File: config.mk
export PLATFORM = sky130hd
export DESIGN_NAME = iptl_match
export DESIGN_NICKNAME = d
export VERILOG_FILES = /design/src/rtl/core/iptl_pkg.sv /design/src/rtl/core/iptl_match.sv
export SDC_FILE = /design/constraint.sdc
export NUM_CORES = 1
export LEC_CHECK = 0
export BUFFER_PORTS_ARGS = -buffer_cell sky130_fd_sc_hd__buf_4
export CAP_MARGIN = 30
export CORE_AREA = 4 4 105 107
export DETAILED_ROUTE_END_ITERATION = 7
export DIE_AREA = 0 0 109 111
export GPL_TIMING_DRIVEN = 0
export PLACE_DENSITY = 0.69
export SYNTH_ARGS = -nofsm -noshare
export SYNTH_HDL_FRONTEND = slang
export SYNTH_SLANG_ARGS = --single-unit
File: constraint.sdc
create_clock -name vclk -period 4.7
set_input_delay 0.94 -clock vclk [all_inputs]
set_output_delay 0.94 -clock vclk [all_outputs]
set_load 0.03 [all_outputs]
File: src/rtl/core/iptl_pkg.sv
// ----------------------------------------------------------------------------
// iptl_pkg
// Shared types, codes and helpers for the IPv6 prefix table with
// longest prefix match.
// ----------------------------------------------------------------------------
package iptl_pkg;

   localparam int ADDR_W   = 128;
   localparam int HALF_W   = 64;
   localparam int LEN_W    = 8;
   localparam int OP_W     = 3;
   localparam int STATUS_W = 2;
   localparam int VAL_W    = 32;

   localparam logic [LEN_W-1:0] MAX_LEN = 8'h80;

   localparam int ENTRIES_DEF = 64;
   localparam int DATA_W_DEF  = 32;

   typedef enum logic [OP_W-1:0] {
      OP_INSERT  = 3'd0,
      OP_ERASE   = 3'd1,
      OP_EXACT   = 3'd2,
      OP_LONGEST = 3'd3,
      OP_CLEAR   = 3'd4
   } op_type;

   typedef enum logic [STATUS_W-1:0] {
      ST_OK       = 2'd0,
      ST_NOT_FOUND = 2'd1,
      ST_FULL     = 2'd2
   } status_type;

   typedef enum logic [2:0] {
      S_INIT,
      S_IDLE,
      S_SCAN,
      S_WIPE,
      S_FIN
   } state_type;

   // compare result for one table entry against the held key
   typedef struct packed {
      logic exact;
      logic covers;
   } match_type;

   function automatic logic [LEN_W-1:0] sat_len(input logic [LEN_W-1:0] len);
      return (len > MAX_LEN) ? MAX_LEN : len;
   endfunction

   // ones in the top len bits; len of 128 or more gives all ones
   function automatic logic [ADDR_W-1:0] prefix_mask(input logic [LEN_W-1:0] len);
      return ~({ADDR_W{1'b1}} >> len);
   endfunction

endpackage

File: src/rtl/core/iptl_match.sv
// ----------------------------------------------------------------------------
// iptl_match
// Compare unit shared by every scan: checks one table entry against the
// held key for an exact hit and for prefix coverage.
// ----------------------------------------------------------------------------
module iptl_match (
   input  logic [iptl_pkg::HALF_W-1:0] key_hi,
   input  logic [iptl_pkg::HALF_W-1:0] key_lo,
   input  logic [iptl_pkg::LEN_W-1:0]  key_len,
   input  logic                        ent_vld,
   input  logic [iptl_pkg::HALF_W-1:0] ent_hi,
   input  logic [iptl_pkg::HALF_W-1:0] ent_lo,
   input  logic [iptl_pkg::LEN_W-1:0]  ent_len,
   output iptl_pkg::match_type         result
);

   logic [iptl_pkg::ADDR_W-1:0] diff;
   logic [iptl_pkg::ADDR_W-1:0] mask;

   assign diff = {key_hi, key_lo} ^ {ent_hi, ent_lo};
   assign mask = iptl_pkg::prefix_mask(ent_len);

   always_comb begin
      result.exact  = ent_vld && (ent_len == key_len) && (diff == '0);
      result.covers = ent_vld && (ent_len <= key_len) && ((diff & mask) == '0);
   end

endmodule
; After elaboration in Yosys (flattened, before gate mapping)
; Cells that the tools add are included.
[classes]
shift = 1
order_cmp = 1
eq_ne = 1
n_bitwise = 3
reduce_logical = 6
[op_table]
columns = operator, count
row1 = $logic_not 128->1, 2
row2 = $and 128x128->128, 1
row3 = $not 128->128, 1
row4 = $shr 128x8->128 const A, 1
row5 = $xor 128x128->128, 1
row6 = $eq 8x8->1, 1
row7 = $le 8x8->1, 1
row8 = $logic_and 1x1->1, 4
[totals]
wordCells = 12
inputBits = 273
ff_bits = 0

; Longest topological paths before layout
; Gate-level depths: netlist of the first run.
[depth]
depth_word = 5
ltp_mapped = 10
ltp_nobuf = 9

; Worst setup path before layout of the first run
; No wires, ideal clock.
[synth_path]
path_type = in2out
start = input ent_len[0] (netlist bit)
end = output result[1] (netlist bit)
arrival_time_ns = 3.376
slack_ns = 0.384
path_stages = 9
required_time_ns = 3.760
cell_sequence = clkbuf_1 > inv_1 > ha_1 > nand4_1 > nor2_1 > nor4b_1 > nand4_1 > or3_1 > nor4_1
[synth_rtl]
columns = item, line
row1 = from (decl), iptl_match.sv:13  ; input logic [iptl_pkg::LEN_W-1:0] ent_len,
row2 = to (decl), iptl_match.sv:14  ; output iptl_pkg::match_type result

==> reports/results.tsv, run 1 <==
metric	value	unit
required	3760	ps
fin_crit_sh	99.0	%
wire_per_inst	22.1	um
die_x	109	um
holdPathEnd	result[1]	
syn_avg_cell_area	6.69	um2
first_pass_iters	5	
antenna_found_initial	0	
maxCapViolations	0	
final_common_cell	buf_4	
irDropWorstVdd	0.0000486	V
antenna_cells	0	
worstHoldPathCells	7	
n_clock_buffer	0	
core.rowCount	37	
design.seq.count	0	
netlist_area	3200	um2
drive_gt1_share	38.7	%
grt_pass1_wl	28900	um
core_area	10100	um2
postCtsSetupRepairBufs	0	
seqCellArea	0	um2
vias	4991	
worst_setup_path_start_kind	primary input	
finalSetupTns	0	ps
first_global_vias	5372	
worstSetupPathType	in2out	
slew-limit-headroom	43.7	%
ys_seq_area_share	0	%
max_slew.worst_pin.slew	837	ps
io_buffer_count	275	
syn_nets	760	
finalSetupViolations	0	
n_fill_cell	989	
final_max_slew_viol_count	0	
drc	0	
cp.arrival	3710	ps
place.gp.congestion	0.963	
track_usage	30.7	%
vias_per_cell	5.61	
hold_class	in2out	
start_util	31.6	%
layout.nets	1037	
min-delay-start	key_lo[2]	
ios	275	
powerDensity	102	nW/um2
wirelength	19700	um
area_growth	71.3	%
multi_input_area	3090	um2
cp-end-kind	primary output	
finalCriticalPeriod	4650	ps
fmax	215	MHz
synthCells	479	
leakage	2.49	nW
synth_cell_type_count	57	
rsz0062_at_grt	false	
initialDrtViolationCount	350	
holdBufCountCts	0	
dp_hpwl	17000	um
finalHoldViolations	0	
drtAntennaViolNets	0	
mostFrequentLayoutCells	275 x buf_4, 83 x xor2_1, 48 x xnor2_1	
grt_overflow	0	
dieArea	12100	um2
status	finished, final reports clean	
grt_max_degree	11	
timing.hold.ws	2510	ps
yosys_warnings	0	
die_h	111	um
cp_max_fo	10	
[critical path, stage by stage]
cell and delay, ps:
buf_4 120, clkbuf_1 210, clkbuf_2 250, or3_4 460, a31oi_1 190, o221ai_1 200, nor3_1 310, nand4_1 180
nor4_2 420, o2111a_1 250, buf_4 160
[final cells by class]
class | count | area share (%)
inverters | 16 | 1.09
well taps | 136 | 3.10
plain buffers | 25 | 1.82
repair buffers | 276 | 37.7
multi-input cells | 437 | 56.3
[power breakdown]
part           leakage, nW  switching (W)  internal [W]
registers                0              0             0
clock network            0              0             0
logic                 2.49       0.000286      0.000276
total                 2.49       0.000286      0.000276
[how the worst max path moves through the flow]
stage	depth (start not counted)	from	slack, ps	end
after floorplan	9	ent_len[0]	380	result[1]
after global placement	9	ent_len[2]	-470	result[0]
after detailed placement	11	ent_len[1]	-130	result[0]
after CTS	12	ent_len[1]	20	result[0]
after global routing	11	ent_len[0]	20	result[1]
final	11	ent_len[2]	50	result[0]
[synthesized netlist by cell type, types with 3 or more instances]
master	count	area (um2)
a22oi_1	6	45.0
o22ai_1	10	62.6
a21o_1	5	37.5
nand3_1	20	100
xor2_1	83	727
o21ai_0	25	125
a21boi_0	3	22.5
o21ai_1	4	20.0
o211ai_1	3	22.5
a222oi_1	3	30.0
nor4_1	19	119
or3_1	3	18.8
maj3_1	3	30.0
and3_1	3	18.8
nand2_1	29	109
or2_1	4	25.0
a2111oi_0	4	35.0
inv_1	16	60.1
or4_1	4	30.0
xnor2_1	48	420
o2111ai_1	4	35.0
a21oi_1	28	140
nor2_1	29	109
nand4b_1	4	35.0
a31oi_1	6	37.5
clkbuf_1	25	93.8
nor3_1	10	50.1
nand2b_1	10	62.6
o21a_1	5	37.5
nand4_1	17	106
ha_1	8	100
[per-layer routing]
metal  share of wire (%)  GRT usage (%)
met2                  48           52.3
met5                   0              0
met4                 3.0           8.25
met3                  11           6.58
met1                  38           38.3
[per-stage QoR]
step	cell area [um2]	total power, W	cells	util [%]	setup slack [ps]
final	5490	0.000562	890	54.2	48.0
after global routing	5490	0.000602	890	54.2	18.1
after CTS	5460	0.000546	891	53.8	24.1
after detailed placement	5440	0.000543	891	53.7	-126
after global placement	5440	0.000537	890	53.6	-467
after floorplan	3200	0.000242	479	-	384
[what timing repair did]
item / CTS / global route
cloned: 0 / 0
pin swaps: 0 / 2
endpoints found under the setup margin: 2 / 1
gates resized for setup: 4 / 14
[cell families (layout without fill, tap and decap cells)]
family | Yosys count | after routing | share of synthesized area (%)
buffers and inverters | 42 | 317 | 4.96
AOI/OAI and AO/OA | 135 | 135 | 28.7
and+or+nand+nor | 160 | 160 | 26.5
xor gates and xnor gates | 131 | 131 | 35.8
adders and majority gates | 11 | 11 | 4.06
Note: power is estimated with default switching activity, not from simulation.
==> run 2, diff against run 1 <==
MAX_ROUTING_LAYER = met4   (was not set)
SLEW_MARGIN = 5   (was not set)
==> run 2 against run 1 <==
Flip-flop and latch count is the same. Power up 0.12%. Core utilization increased by 0.15 points. Wire length is 1.1% higher. Global-route usage increased by 0.84 points. Die area unchanged. Sequential share of layout area unchanged. Clock-buffer cell count unchanged. Worst hold slack improved by 4.0 ps. Via count increased by 0.98%. Setup slack worse by 20 ps. Non-clock buffer count up 1. Critical endpoint unchanged.
==> reports/results.tsv, run 2 (synthesis gave the netlist of run 1 again) <==
metric	value	unit
path_cells	buf_4 > clkbuf_1 > clkbuf_2 > or3_1 > a31oi_1 > o221ai_1 > nor3_2 > nand4_1 > nor4_2 > o2111a_1 > buf_4	
use_met1	39.9	%
core.rowCount	37	
dp_slack	-180	ps
cp_max_fo	10	
maxCapViolations	0	
cp-end-kind	primary output	
drive_gt1_share	39.3	%
slowest_delay	490	ps
dp_hpwl	17200	um
grt_overflow	0	
holdBufCountCts	0	
max_slew.worst_pin.slew	858	ps
wire_per_inst	22.3	um
first_pass_iters	5	
cp_num_buf_inv	4	
irDropWorstVdd	0.0000520	V
layout.nets	1038	
antenna_found_initial	0	
initialDrtViolationCount	368	
slew-limit-headroom	42.2	%
dieArea	12100	um2
cp.arrival	3730	ps
grt_use_met3	4.37	%
seqCellArea	0	um2
hold_class	in2out	
required	3760	ps
vias	5040	
met2_usage	52.7	%
grt_max_degree	11	
start_util	31.6	%
die_x	109	um
cpMaxStageDelayCell	or3_1	
antenna_cells	0	
cpMostUsedCell	buf_4	
final_max_slew_viol_count	0	
powerDensity	102	nW/um2
fmax	214	MHz
io_buffer_count	275	
cp_top_family	simple AND/OR/NAND/NOR gates	
busiest_layer	met2	
worst_setup_path_start_kind	primary input	
n_clock_buffer	0	
fin_crit_sh	99.4	%
finalSetupViolations	0	
power	0.000563	W
finalCriticalPeriod	4670	ps
final_common_cell	buf_4	
die_h	111	um
grt_pass1_wl	28700	um
area_growth	71.8	%
status	finished, final reports clean	
core_area	10100	um2
design.seq.count	0	
mostFrequentLayoutCells	275 x buf_4, 83 x xor2_1, 48 x xnor2_1	
track_usage	31.5	%
wirelength	19900	um
setup_slack	27.6	ps
ios	275	
first_global_vias	5185	
vias_per_cell	5.66	
worstSetupPathType	in2out	
leakage	2.49	nW
finalHoldViolations	0	
place.gp.congestion	1.01	
drc	0	
drtAntennaViolNets	0	
[run 2: cell count changes in the layout (fill, tap and decap cells not counted), moves of 2 or more]
cell,delta
a2111oi_0,-2
nor3_2,+2
clkbuf_2,+3
nor3_1,-2
clkbuf_1,-3
[run 2: worst paths after layout]
path | start | to | cells past startpoint
worst max-delay path | ent_len[2] | result[0] | 11
worst min-delay path | key_lo[42] | result[1] | 7
[run 2: per-stage QoR]
stage               cells  util (%)  area [um2]  hold slack [ps]  TNS (ps)
finish                891      54.3        5510             2510         0
floorplan             479         -        3200             2240         0
detailed placement    892      53.7        5450             2500      -232
global placement      890      53.6        5440             2500      -868
global route          891      54.3        5510             2570    -0.544
CTS                   892      53.9        5470             2510         0
[run 2: layout make-up]
class	count	area (um2)
Multi-Input combinational cell	437	3100
Timing Repair Buffer	277	2070
Inverter	16	60.1
Buffer	25	104
Tap cell	136	170
Fill cell	996	4630
[run 2: what timing repair did]
action                     4_1_cts  5_1_grt
setup endpoints to repair        2        1
gates resized for setup          8       17
buffers inserted                 0        0
[run 2: power by group]
part,internal [W],switching [W],leakage (nW)
registers,0,0,0
logic,0.000276,0.000287,2.49
clock network,0,0,0
total,0.000276,0.000287,2.49
[run 2: layer usage]
metal	vias to the layer above	routed length (um)
met4	0	520
li1	2329	-
met5	-	0
met3	43	1990
met1	2343	7690
met2	325	9700
